--- src/hdl/apt_pkg.sv ---
// Package: types and constants of the affine point transform.
package apt_pkg;

   localparam int FRAC_BITS_DEF = 16;
   localparam int WORD_W        = 32;
   localparam int CSR_DATA_W    = 64;
   localparam int CSR_ADDR_W    = 6;
   localparam int NUM_REGS      = 6;
   localparam int NUM_LANES     = 3;
   // 3 full products plus shifted translation fit in 66 signed bits
   localparam int ACC_W         = 66;

   typedef enum logic [2:0] {
      REG_ROW0_XY = 3'd0,
      REG_ROW0_ZW = 3'd1,
      REG_ROW1_XY = 3'd2,
      REG_ROW1_ZW = 3'd3,
      REG_ROW2_XY = 3'd4,
      REG_ROW2_ZW = 3'd5
   } apt_reg_type;

   typedef struct packed {
      logic s1;
      logic s2;
      logic s3;
   } apt_stage_en_type;

   localparam logic signed [WORD_W-1:0] SAT_MAX = 32'sh7FFF_FFFF;
   localparam logic signed [WORD_W-1:0] SAT_MIN = 32'sh8000_0000;

endpackage

--- src/hdl/apt_csr.sv ---
// Register file: six 64-bit matrix row registers behind an APB-style port.
module apt_csr #(
   parameter int FRAC_BITS = apt_pkg::FRAC_BITS_DEF
) (
   input  logic                                            clock,
   input  logic                                            reset,
   input  logic                                            psel,
   input  logic                                            penable,
   input  logic                                            pwrite,
   input  logic [apt_pkg::CSR_ADDR_W-1:0]                  paddr,
   input  logic [apt_pkg::CSR_DATA_W-1:0]                  pwdata,
   output logic [apt_pkg::CSR_DATA_W-1:0]                  prdata,
   output logic                                            pready,
   output logic [apt_pkg::NUM_REGS-1:0][apt_pkg::CSR_DATA_W-1:0] regs
);
   import apt_pkg::*;

   localparam logic [CSR_DATA_W-1:0] ONE = CSR_DATA_W'(1) << FRAC_BITS;

   logic [NUM_REGS-1:0][CSR_DATA_W-1:0] regs_ff;
   logic [NUM_REGS-1:0][CSR_DATA_W-1:0] regs_in;
   logic [NUM_REGS-1:0][CSR_DATA_W-1:0] regs_rst;
   logic [2:0]                          idx;
   logic                                wr;

   assign idx    = paddr[5:3];
   assign wr     = psel && penable && pwrite;
   assign pready = 1'b1;

   // identity matrix
   always_comb begin
      regs_rst              = '0;
      regs_rst[REG_ROW0_XY] = ONE;
      regs_rst[REG_ROW1_XY] = ONE << 32;
      regs_rst[REG_ROW2_ZW] = ONE;
   end

   always_comb begin
      regs_in = regs_ff;
      if (wr && (idx < 3'(NUM_REGS))) begin
         regs_in[idx] = pwdata;
      end
   end

   always_ff @(posedge clock) begin
      if (reset) begin
         regs_ff <= regs_rst;
      end else begin
         regs_ff <= regs_in;
      end
   end

   always_comb begin
      prdata = '0;
      if (idx < 3'(NUM_REGS)) begin
         prdata = regs_ff[idx];
      end
   end

   assign regs = regs_ff;

endmodule

--- config.mk ---
export PLATFORM = sky130hd
export DESIGN_NAME = apt_csr
export DESIGN_NICKNAME = d
export VERILOG_FILES = /design/src/hdl/apt_pkg.sv /design/src/hdl/apt_csr.sv
export SDC_FILE = /design/constraint.sdc
export NUM_CORES = 1
export LEC_CHECK = 0
export ABC_AREA = 1
export BUFFER_PORTS_ARGS = -buffer_cell sky130_fd_sc_hd__buf_4
export CAP_MARGIN = 20
export CORE_UTILIZATION = 30
export DETAILED_ROUTE_END_ITERATION = 10
export HOLD_SLACK_MARGIN = 0.03
export PLACE_DENSITY = 0.62
export SLEW_MARGIN = 20
export SYNTH_ARGS = -nofsm -noshare
export SYNTH_HDL_FRONTEND = slang
export SYNTH_SLANG_ARGS = --single-unit
export TNS_END_PERCENT = 10
--- constraint.sdc ---
create_clock -name clock -period 2.7 [get_ports clock]
set_input_delay 0.135 -clock clock [delete_from_list [all_inputs] [get_ports clock]]
set_output_delay 0.135 -clock clock [all_outputs]
set_load 0.05 [all_outputs]
==> out/qor.txt <==
Result of the run - finished, final reports clean
Maximum clock insertion buffer count - 3
Number of setup buffers added after CTS - 0
Wire length the detailed router placed on met1 - 32.3 mm
Number of global-route vias before repair - 18.9k
Minimum clock period after layout - 2150 ps
Wire length of the first global-routing pass - 116 mm
Slowest stage cell on the critical path - inv_4
Routed vias - 20.8k
Hold_sp - reset
Signal arrival time at the worst endpoint - 2020 ps
Data required time of the critical path - 2570 ps
Post-route fraction of the period consumed by the critical path - 79.7%
End point of the most critical hold path - regs[175]
Die area - 63300 µm²
Commonest non-fill, non-tap cell in the layout - nand2_1
Metal2 WL - 36.0 mm
Yosys reg bits - 384
First-iteration detailed-routing DRC count - 1410
Top fanout value on the critical path - 71
Htree depth - 2
Static power due to leakage - 12.4 nW
Met3 routed WL - 6.14 mm
Clk_lat worst skew - 570 ps
Share of layout cells above drive strength 1 - 18.0%
Number of warning messages in the yosys log - 0
Relative max-transition margin - 55.6%
FMAX - 0.465 GHz
Endpoints failing setup - 0
Category of the worst setup path capture point - primary output
RSZ-0062 raised after global routing - no
Routed Antenna Nets - 0
Max Used Layer - met5
Synth area leaders - dfxtp_1 (41%), nand2_1 (26%), nor2_1 (16%)
Num ports - 524
Pins over their slew limit - 0
Vias per inst - 4.64
Cell breakdown of the critical path - buf_4 -> inv_4 -> nand2_1 -> nor2_4 -> buf_12 -> a21oi_1 -> nand2_1 -> buf_4
Count of cells along the worst register-to-register path - 2
Overall global routing resource usage - 23.4%
Max FFs per register - 384
Critical setup path kind - in2out
Die Height - 252 µm
Net load switching power - 0.00375 W
Detailed-router iteration count before antenna repair - 5
Total grt overflow - 0
Post-Syn Nets - 3211
Sequential group share of total power - 42.5%
Detail Placement HPWL - 48.6 mm
Cell depth of the worst hold path - 4
Gate Count Post-Synth - 3136
Post-layout instance area - 25500 µm²
Share of the synthesized area in the top cell type - 41.1%
Effective utilization at floorplan - 30.4%
Post-synthesis instance area - 18700 µm²
Internal cell power - 0.00993 W
Startpoint of the lowest-slack register-to-register path - regs[13]
Switching Fraction - 27.4%
Portion of the post-synthesis area used by sequential elements - 41.1%
DRC violation count after routing - 0
Most used cells in the layout excluding fill and tap cells - nand2_1 (1272), nor2_1 (808), buf_4 (545)
Worst supply voltage drop on vdd - 0.358 mV
Gpl congestion - 0.828
Biggest area consumer among synthesized cells - dfxtp_1
Wirelength per Cell - 17.2 µm
TritonCTS clock tree - yes
Critical Path Source Type - input pin
Die Span X - 252 µm
Final hold violation count - 0
Clk pwr share - 46.0%
Measured slew at the worst slew-check pin - 666 ps
Max capacitance violation total - 0
Pin count of the biggest net entering global routing - 97
Total length of routed wires - 76.8 mm
Worst-case register-to-register setup slack - 2030 ps
Number of buffers and inverters on the critical path - 4
Combinational cell fraction of total power - 11.6%
Setup TNS Final - 0 ps
Number of antenna repair diodes - 0
Worst setup skew after layout - 0 ps
Count of different cell masters after synthesis - 18
Cell area power density - 536 nW/µm²
Area of the core - 61600 µm²
Syn Area/Cell - 5.96 µm²
Resized cells post-CTS - 0
Endpoint of the lowest-slack register-to-register path - regs[13]
Antenna violations before repair - 2
Clock-pin slew on the worst setup and hold paths - 60 ps
Top delay family on crit path - buffers and inverters
Count of hold buffers inserted by post-cts repair - 64
Count of input and output buffers - 519
Signed area change from the synthesized netlist to the final layout - 36.5%
Largest stage delay, worst path - 380 ps
Number of placement rows - 91
Clock buffer count from CTS - 46
Path type of the worst min-delay path - in2reg
Post-place instance area - 23400 µm²
Library cell used as clock root buffer - clkbuf_16
Number of nets in the finished design - 3678
Clk sink count - 384
-- layout make-up --
| class | instances | area, µm² |
|---|---|---|
| clock buffers | 74 | 1440 |
| fillers | 6593 | 36100 |
| flip-flops and latches | 384 | 7690 |
| multi-input cells | 2422 | 9610 |
| well taps | 837 | 1050 |
| repair buffers | 634 | 5220 |
| inverters | 115 | 455 |
| clock inverters | 7 | 68.8 |
-- metrics by stage --
step	util, %	setup slack (ps)	hold slack, ps	power (W)	instances
after floorplan	-	1190	261	0.00687	3136
after global placement	38.0	571	371	0.00743	4328
after detailed placement	38.0	570	381	0.00743	4328
after CTS	41.4	564	51.6	0.0138	4473
after global routing	41.4	462	88.7	0.0142	4473
final	41.4	548	81.2	0.0137	4473
-- cell families (layout without fill, tap and decap cells) --
kind of cell / after synthesis / count (layout) / synth area share (%)
AOI/OAI and AO/OA: 49 / 49 / 1.31
buffers and inverters: 330 / 830 / 7.74
DFF: 384 / 384 / 41.1
other: 1 / 1 / 0.0201
and+or+nand+nor: 2372 / 2372 / 49.8
-- worst max path at each step --
| stage | startpoint | to | slack, ps | depth (start not counted) |
|---|---|---|---|---|
| 2_1_floorplan | paddr[3] | prdata[61] | 1190 | 9 |
| 3_3_place_gp | paddr[4] | prdata[38] | 570 | 8 |
| 3_5_place_dp | paddr[4] | prdata[38] | 570 | 8 |
| 4_1_cts | paddr[4] | prdata[38] | 560 | 8 |
| 5_1_grt | paddr[4] | prdata[20] | 460 | 8 |
| 6_report | paddr[4] | prdata[38] | 550 | 8 |
-- power by group through the flow --
stage	Combinational, W	Clock (W)	Sequential (W)
finish	0.00158	0.00629	0.00581
global route	0.00170	0.00666	0.00581
CTS	0.00158	0.00638	0.00581
detailed placement	0.00150	0	0.00593
global placement	0.00150	0	0.00593
floorplan	0.000703	0	0.00617
-- layer usage --
metal  GRT usage (%)  vias up
met1            29.7     9457
met2            38.9      742
met5               0        -
li1                -    10400
met3            5.63      127
met4            7.37        2
-- worst reg2reg max path, delay by kind of cell, from the launching register on --
family        cells  cell delay [ps]
flops             1              440
simple gates      2              180
-- cells in the mapped netlist, drive strengths merged --
| master | count |
|---|---|
| clkinv | 1 |
| nand2 | 1272 |
| dfxtp | 384 |
| a21oi | 46 |
| conb | 1 |
| clkbuf | 89 |
| nand3 | 282 |
| o21ai | 3 |
| nor2 | 818 |
| buf | 126 |
| inv | 114 |
Power figures use the tool's default switching activity.
