$ cat config.mk
export PLATFORM = sky130hd
export DESIGN_NAME = apt_merge_flat
export DESIGN_NICKNAME = d
export VERILOG_FILES = /design/src/hdl/apt_pkg.sv /design/src/hdl/apt_if.sv /design/src/hdl/apt_merge.sv /design/src/flat_wrapper.sv
export SDC_FILE = /design/constraint.sdc
export NUM_CORES = 1
export LEC_CHECK = 0
export ABC_AREA = 1
export BUFFER_PORTS_ARGS = -buffer_cell sky130_fd_sc_hd__buf_2
export CELL_PAD_IN_SITES_DETAIL_PLACEMENT = 0
export CELL_PAD_IN_SITES_GLOBAL_PLACEMENT = 1
export CORE_MARGIN = 8
export CORE_UTILIZATION = 27
export CTS_CLUSTER_SIZE = 20
export DETAILED_ROUTE_END_ITERATION = 7
export PLACE_DENSITY_LB_ADDON = 0.1
export SYNTH_ARGS = -nofsm -noshare
export SYNTH_HDL_FRONTEND = slang
export SYNTH_SLANG_ARGS = --single-unit
$ cat constraint.sdc
create_clock -name clock -period 6.2 [get_ports clock]
set_input_delay 0.62 -clock clock [delete_from_list [all_inputs] [get_ports clock]]
set_output_delay 0.62 -clock clock [all_outputs]
set_load 0.02 [all_outputs]
$ cat src/hdl/apt_pkg.sv
// Package: types and constants of the affine point transform.
package apt_pkg;

   localparam int FRAC_BITS_DEF = 16;
   localparam int WORD_W        = 32;
   localparam int CSR_DATA_W    = 64;
   localparam int CSR_ADDR_W    = 6;
   localparam int NUM_REGS      = 6;
   localparam int NUM_LANES     = 3;
   // 3 full products plus shifted translation fit in 66 signed bits
   localparam int ACC_W         = 66;

   typedef enum logic [2:0] {
      REG_ROW0_XY = 3'd0,
      REG_ROW0_ZW = 3'd1,
      REG_ROW1_XY = 3'd2,
      REG_ROW1_ZW = 3'd3,
      REG_ROW2_XY = 3'd4,
      REG_ROW2_ZW = 3'd5
   } apt_reg_type;

   typedef struct packed {
      logic s1;
      logic s2;
      logic s3;
   } apt_stage_en_type;

   localparam logic signed [WORD_W-1:0] SAT_MAX = 32'sh7FFF_FFFF;
   localparam logic signed [WORD_W-1:0] SAT_MIN = 32'sh8000_0000;

endpackage

$ cat src/hdl/apt_if.sv


interface apt_rsp_if;
   logic                 valid;
   logic                 ready;
   logic signed [31:0]   out_x;
   logic signed [31:0]   out_y;
   logic signed [31:0]   out_z;
   logic                 overflow;

   modport source (output valid, out_x, out_y, out_z, overflow, input ready);
   modport sink   (input valid, out_x, out_y, out_z, overflow, output ready);
endinterface

$ cat src/hdl/apt_merge.sv
// Merge stage: saturates the three lane results, ORs overflow, holds the beat.
module apt_merge (
   input  logic                                                clock,
   input  logic                                                reset,
   input  logic                                                in_valid,
   output logic                                                in_ready,
   input  logic [apt_pkg::NUM_LANES-1:0][apt_pkg::ACC_W-1:0]   lane_res,
   apt_rsp_if.source                                           rsp
);
   import apt_pkg::*;

   logic                                  valid_ff;
   logic                                  valid_in;
   logic [NUM_LANES-1:0][WORD_W-1:0]      sat;
   logic [NUM_LANES-1:0]                  ovf;
   logic [NUM_LANES-1:0][WORD_W-1:0]      data_ff;
   logic                                  ovf_ff;
   logic                                  load;

   always_comb begin
      for (int i = 0; i < NUM_LANES; i++) begin
         // fits when bits above the 32-bit sign are all copies of it
         if ((&lane_res[i][ACC_W-1:WORD_W-1]) || !(|lane_res[i][ACC_W-1:WORD_W-1])) begin
            sat[i] = lane_res[i][WORD_W-1:0];
            ovf[i] = 1'b0;
         end else begin
            sat[i] = lane_res[i][ACC_W-1] ? SAT_MIN : SAT_MAX;
            ovf[i] = 1'b1;
         end
      end
   end

   assign in_ready = !valid_ff || rsp.ready;
   assign load     = in_valid && in_ready;
   assign valid_in = in_ready ? in_valid : valid_ff;

   always_ff @(posedge clock) begin
      if (reset) begin
         valid_ff <= 1'b0;
      end else begin
         valid_ff <= valid_in;
      end
   end

   always_ff @(posedge clock) begin
      if (load) begin
         data_ff <= sat;
         ovf_ff  <= |ovf;
      end
   end

   assign rsp.valid    = valid_ff;
   assign rsp.out_x    = data_ff[0];
   assign rsp.out_y    = data_ff[1];
   assign rsp.out_z    = data_ff[2];
   assign rsp.overflow = ovf_ff;

endmodule

$ cat src/flat_wrapper.sv
// flat-port wrapper written by rule: the top's interface ports become plain ports
module apt_merge_flat import apt_pkg::*;
  (clock, reset, in_valid, in_ready, lane_res, rsp_valid, rsp_out_x, rsp_out_y, rsp_out_z, rsp_overflow, rsp_ready);
  apt_rsp_if rsp_i ();
  input  logic clock;
  input  logic reset;
  input  logic in_valid;
  output logic in_ready;
  input  logic [apt_pkg::NUM_LANES-1:0][apt_pkg::ACC_W-1:0] lane_res;
  output wire logic [$bits(rsp_i.valid)-1:0] rsp_valid;
  output wire logic [$bits(rsp_i.out_x)-1:0] rsp_out_x;
  output wire logic [$bits(rsp_i.out_y)-1:0] rsp_out_y;
  output wire logic [$bits(rsp_i.out_z)-1:0] rsp_out_z;
  output wire logic [$bits(rsp_i.overflow)-1:0] rsp_overflow;
  input wire logic [$bits(rsp_i.ready)-1:0] rsp_ready;
  assign rsp_valid = rsp_i.valid;
  assign rsp_out_x = rsp_i.out_x;
  assign rsp_out_y = rsp_i.out_y;
  assign rsp_out_z = rsp_i.out_z;
  assign rsp_overflow = rsp_i.overflow;
  assign rsp_i.ready = rsp_ready;
  apt_merge u_core (.clock(clock), .reset(reset), .in_valid(in_valid), .in_ready(in_ready), .lane_res(lane_res), .rsp(rsp_i));
endmodule
==> run summary <==
run status -> complete, no violations
post-synthesis simple-gate area fraction -> 0.323
Placed Cells -> 1,030
largest area contributor in the netlist -> edfxtp_1
Vias/cell -> 4.12
Clock Latency Late Sink -> 0.34 ns
syn avg cell area -> 9.10 um2
Clk pin slew, worst setup/hold paths -> 0.07 ns
CP max FO -> 54
initial antenna violation count -> 4
full die area -> 22,200 um2
Cell variety after synth -> 16
Syn. warnings -> 0
first drt pass iteration count -> 5
Leak Pwr -> 3.10 nW
CP delay by family, top -> buffers and inverters
met3 wire len -> 1860 um
M1 WL -> 5920 um
post-DR wirelength/cell -> 14.9 um
worst relative slew slack -> 0.543
clock skew -> 0.00775 ns
post-synthesis async set-or-reset flop share -> 0
pin count of the biggest net entering global routing -> 55
Core Util, Final -> 0.385
EDFF count, synth -> 97
Placed Area -> 6360 um2
clk buf depth -> 2
vias in the first global route -> 4,509
most used cell, CP -> buf_4
Data arrival, critical path -> 2.07 ns
CTS root buffer -> clkbuf_16
Mapped Cells -> 524
Buffers on Ports -> 300
max-slew violation count -> 0
share of the synthesized area in the top cell type -> 0.611
first-pass GRT wire length -> 23,400 um
total power -> 1.56 mW
final hold slack -> 0.424 ns
post-CTS resize count -> 0
row cnt -> 48
ys flop type -> edfxtp_1
final wirelength -> 15,600 um
Filler Cell Count -> 1,803
Syn Nets -> 726
Initial Utilization -> 0.276
Tot GR Track Use -> 0.136
xor-xnor portion of the synthesized cell area -> 0
remaining antenna violation count -> 0
count leader, synth -> nand2_1
CP Buf/Inv Count -> 4
# setup viols final -> 0
Die Wd -> 149 um
critical-path cell list -> buf_2 -> inv_1 -> a21oi_4 -> buf_4 -> buf_4
post-CTS setup buffers -> 0
PD cells -> 234 nW/um2
top post-synthesis cells by count -> 274 x nand2_1, 97 x edfxtp_1, 88 x nor2_1
core area -> 17,300 um2
layout cell share with drive strength beyond 1 -> 0.409
RSZ-0062 raised after global routing -> no
Slew @ Worst Pin -> 0.685 ns
CTS Hold Bufs -> 0
maximum VDD drop -> 0.118 mV
WS Path Type -> in -> reg
sum of negative setup slack -> 0 ns
Fmax achieved -> 475 MHz
register area share after synthesis -> 0.615
RD Place Congestion -> 0.843
DRC -> 0
CP required -> 6.17 ns
worst hold path type -> in -> reg
compound-cell area share of the yosys netlist -> 0.00210
Net count, final -> 1,018
Final Cycle Share -> 0.339
TritonCTS clock tree -> built
main combinational cell family by area after synthesis -> simple AND/OR/NAND/NOR gates
crit path launch type -> input port
remaining global-route overflow -> 0
crit path max-delay cell type -> buf_4
CP max stage delay -> 0.64 ns
post-synthesis mux area share -> 0
TritonCTS Sinks -> 98
DR top layer -> met5
total CTS buffers -> 9
met2 WL post-DR -> 7530 um
die span in y -> 149 um
DPL Wire Length -> 12,800 um
Max Cap Viol -> 0
final instance area -> 6660 um2
Synth area leaders -> edfxtp_1 61%, nand2_1 22%, nor2_1 6.9%
DRT iter0 DRCs -> 213
Place WS -> 3.73 ns
#FFs+latches synth -> 98
adder-cell share of the synthesized area -> 0
Vias -> 4,313
Tmin final -> 2.10 ns
final worst slack -> 4.10 ns
final hold viol count -> 0
Syn-to-layout area delta -> 39.7%
CP endpoint kind -> register
I/O pin cnt -> 301
CTS H-Tree Depth -> 3
Syn Std Cell Area -> 4770 um2
fin cells -> 1,048
-- layout by cell type, fill, tap and decap left out --
cell type   netlist  final
a21oi_1           2      1
a21oi_4           0      1
buf_2             0    300
buf_4             0      2
bufinv_16         0      1
clkbuf_1          2      1
clkbuf_16         0      9
clkinv_2          0      1
clkinvlp_4        0      3
dfxtp_1           1      1
diode_2           0      2
edfxtp_1         97     97
inv_1            16     16
inv_2             1      1
inv_6             0      1
nand2_1         274    274
nand2_2           3      3
nand2_4           3      3
nand3_1           4      4
nand3_2           6      6
nand4_1           3      3
nor2_1           88     88
nor2_2            5      5
-- report_power, final --
| group | total [mW] | internal (mW) | switching (mW) |
|---|---|---|---|
| registers | 0.784 | 0.774 | 0.0101 |
| clock network | 0.550 | 0.313 | 0.237 |
| logic | 0.224 | 0.0869 | 0.137 |
| total | 1.56 | 1.17 | 0.384 |
-- metal layers --
layer,vias up,GRT usage
li1,2247,-
met1,1858,0.150
met2,184,0.226
met3,20,0.0658
met4,4,0.0469
met5,-,0
-- path summary, 6_finish.rpt --
path	startpoint	end	slack, ns	cells after the start
min reg2reg	u_core.rsp.valid$_SDFFE_PP0N_	u_core.rsp.valid$_SDFFE_PP0N_	0.53	2
max reg2reg	u_core.rsp.valid$_SDFFE_PP0N_	u_core.rsp.out_z[18]$_DFFE_PP_	4.14	3
max	rsp_ready	u_core.rsp.out_z[18]$_DFFE_PP_	4.10	5
min	reset	u_core.rsp.valid$_SDFFE_PP0N_	0.42	2
-- registers in the layout (all words and copies together), names as in the netlist --
register,flops
u_core.rsp.out_x,32
u_core.rsp.out_y,32
u_core.rsp.out_z,32
u_core.rsp.overflow,1
u_core.rsp.valid,1
-- final cells by class --
| cell class | count | area, um2 | area share |
|---|---|---|---|
| Tap cell | 225 | 282 | 0.0423 |
| Inverter | 17 | 63.8 | 0.00958 |
| Clock buffer | 10 | 229 | 0.0344 |
| Sequential cell | 98 | 2930 | 0.441 |
| Multi-Input combinational cell | 388 | 1560 | 0.235 |
| Antenna cell | 2 | 5.00 | 0.000752 |
| Clock inverter | 6 | 66.3 | 0.00996 |
| Timing Repair Buffer | 302 | 1520 | 0.228 |
-- cell families (layout without fill, tap and decap cells) --
kind of cell	count (synthesis)	in the layout
and+or+nand+nor	386	386
DFF	98	98
buffers and inverters	38	335
AOI/OAI and AO/OA	2	2
other	0	2
No activity file was read; power rests on OpenSTA's default activity.
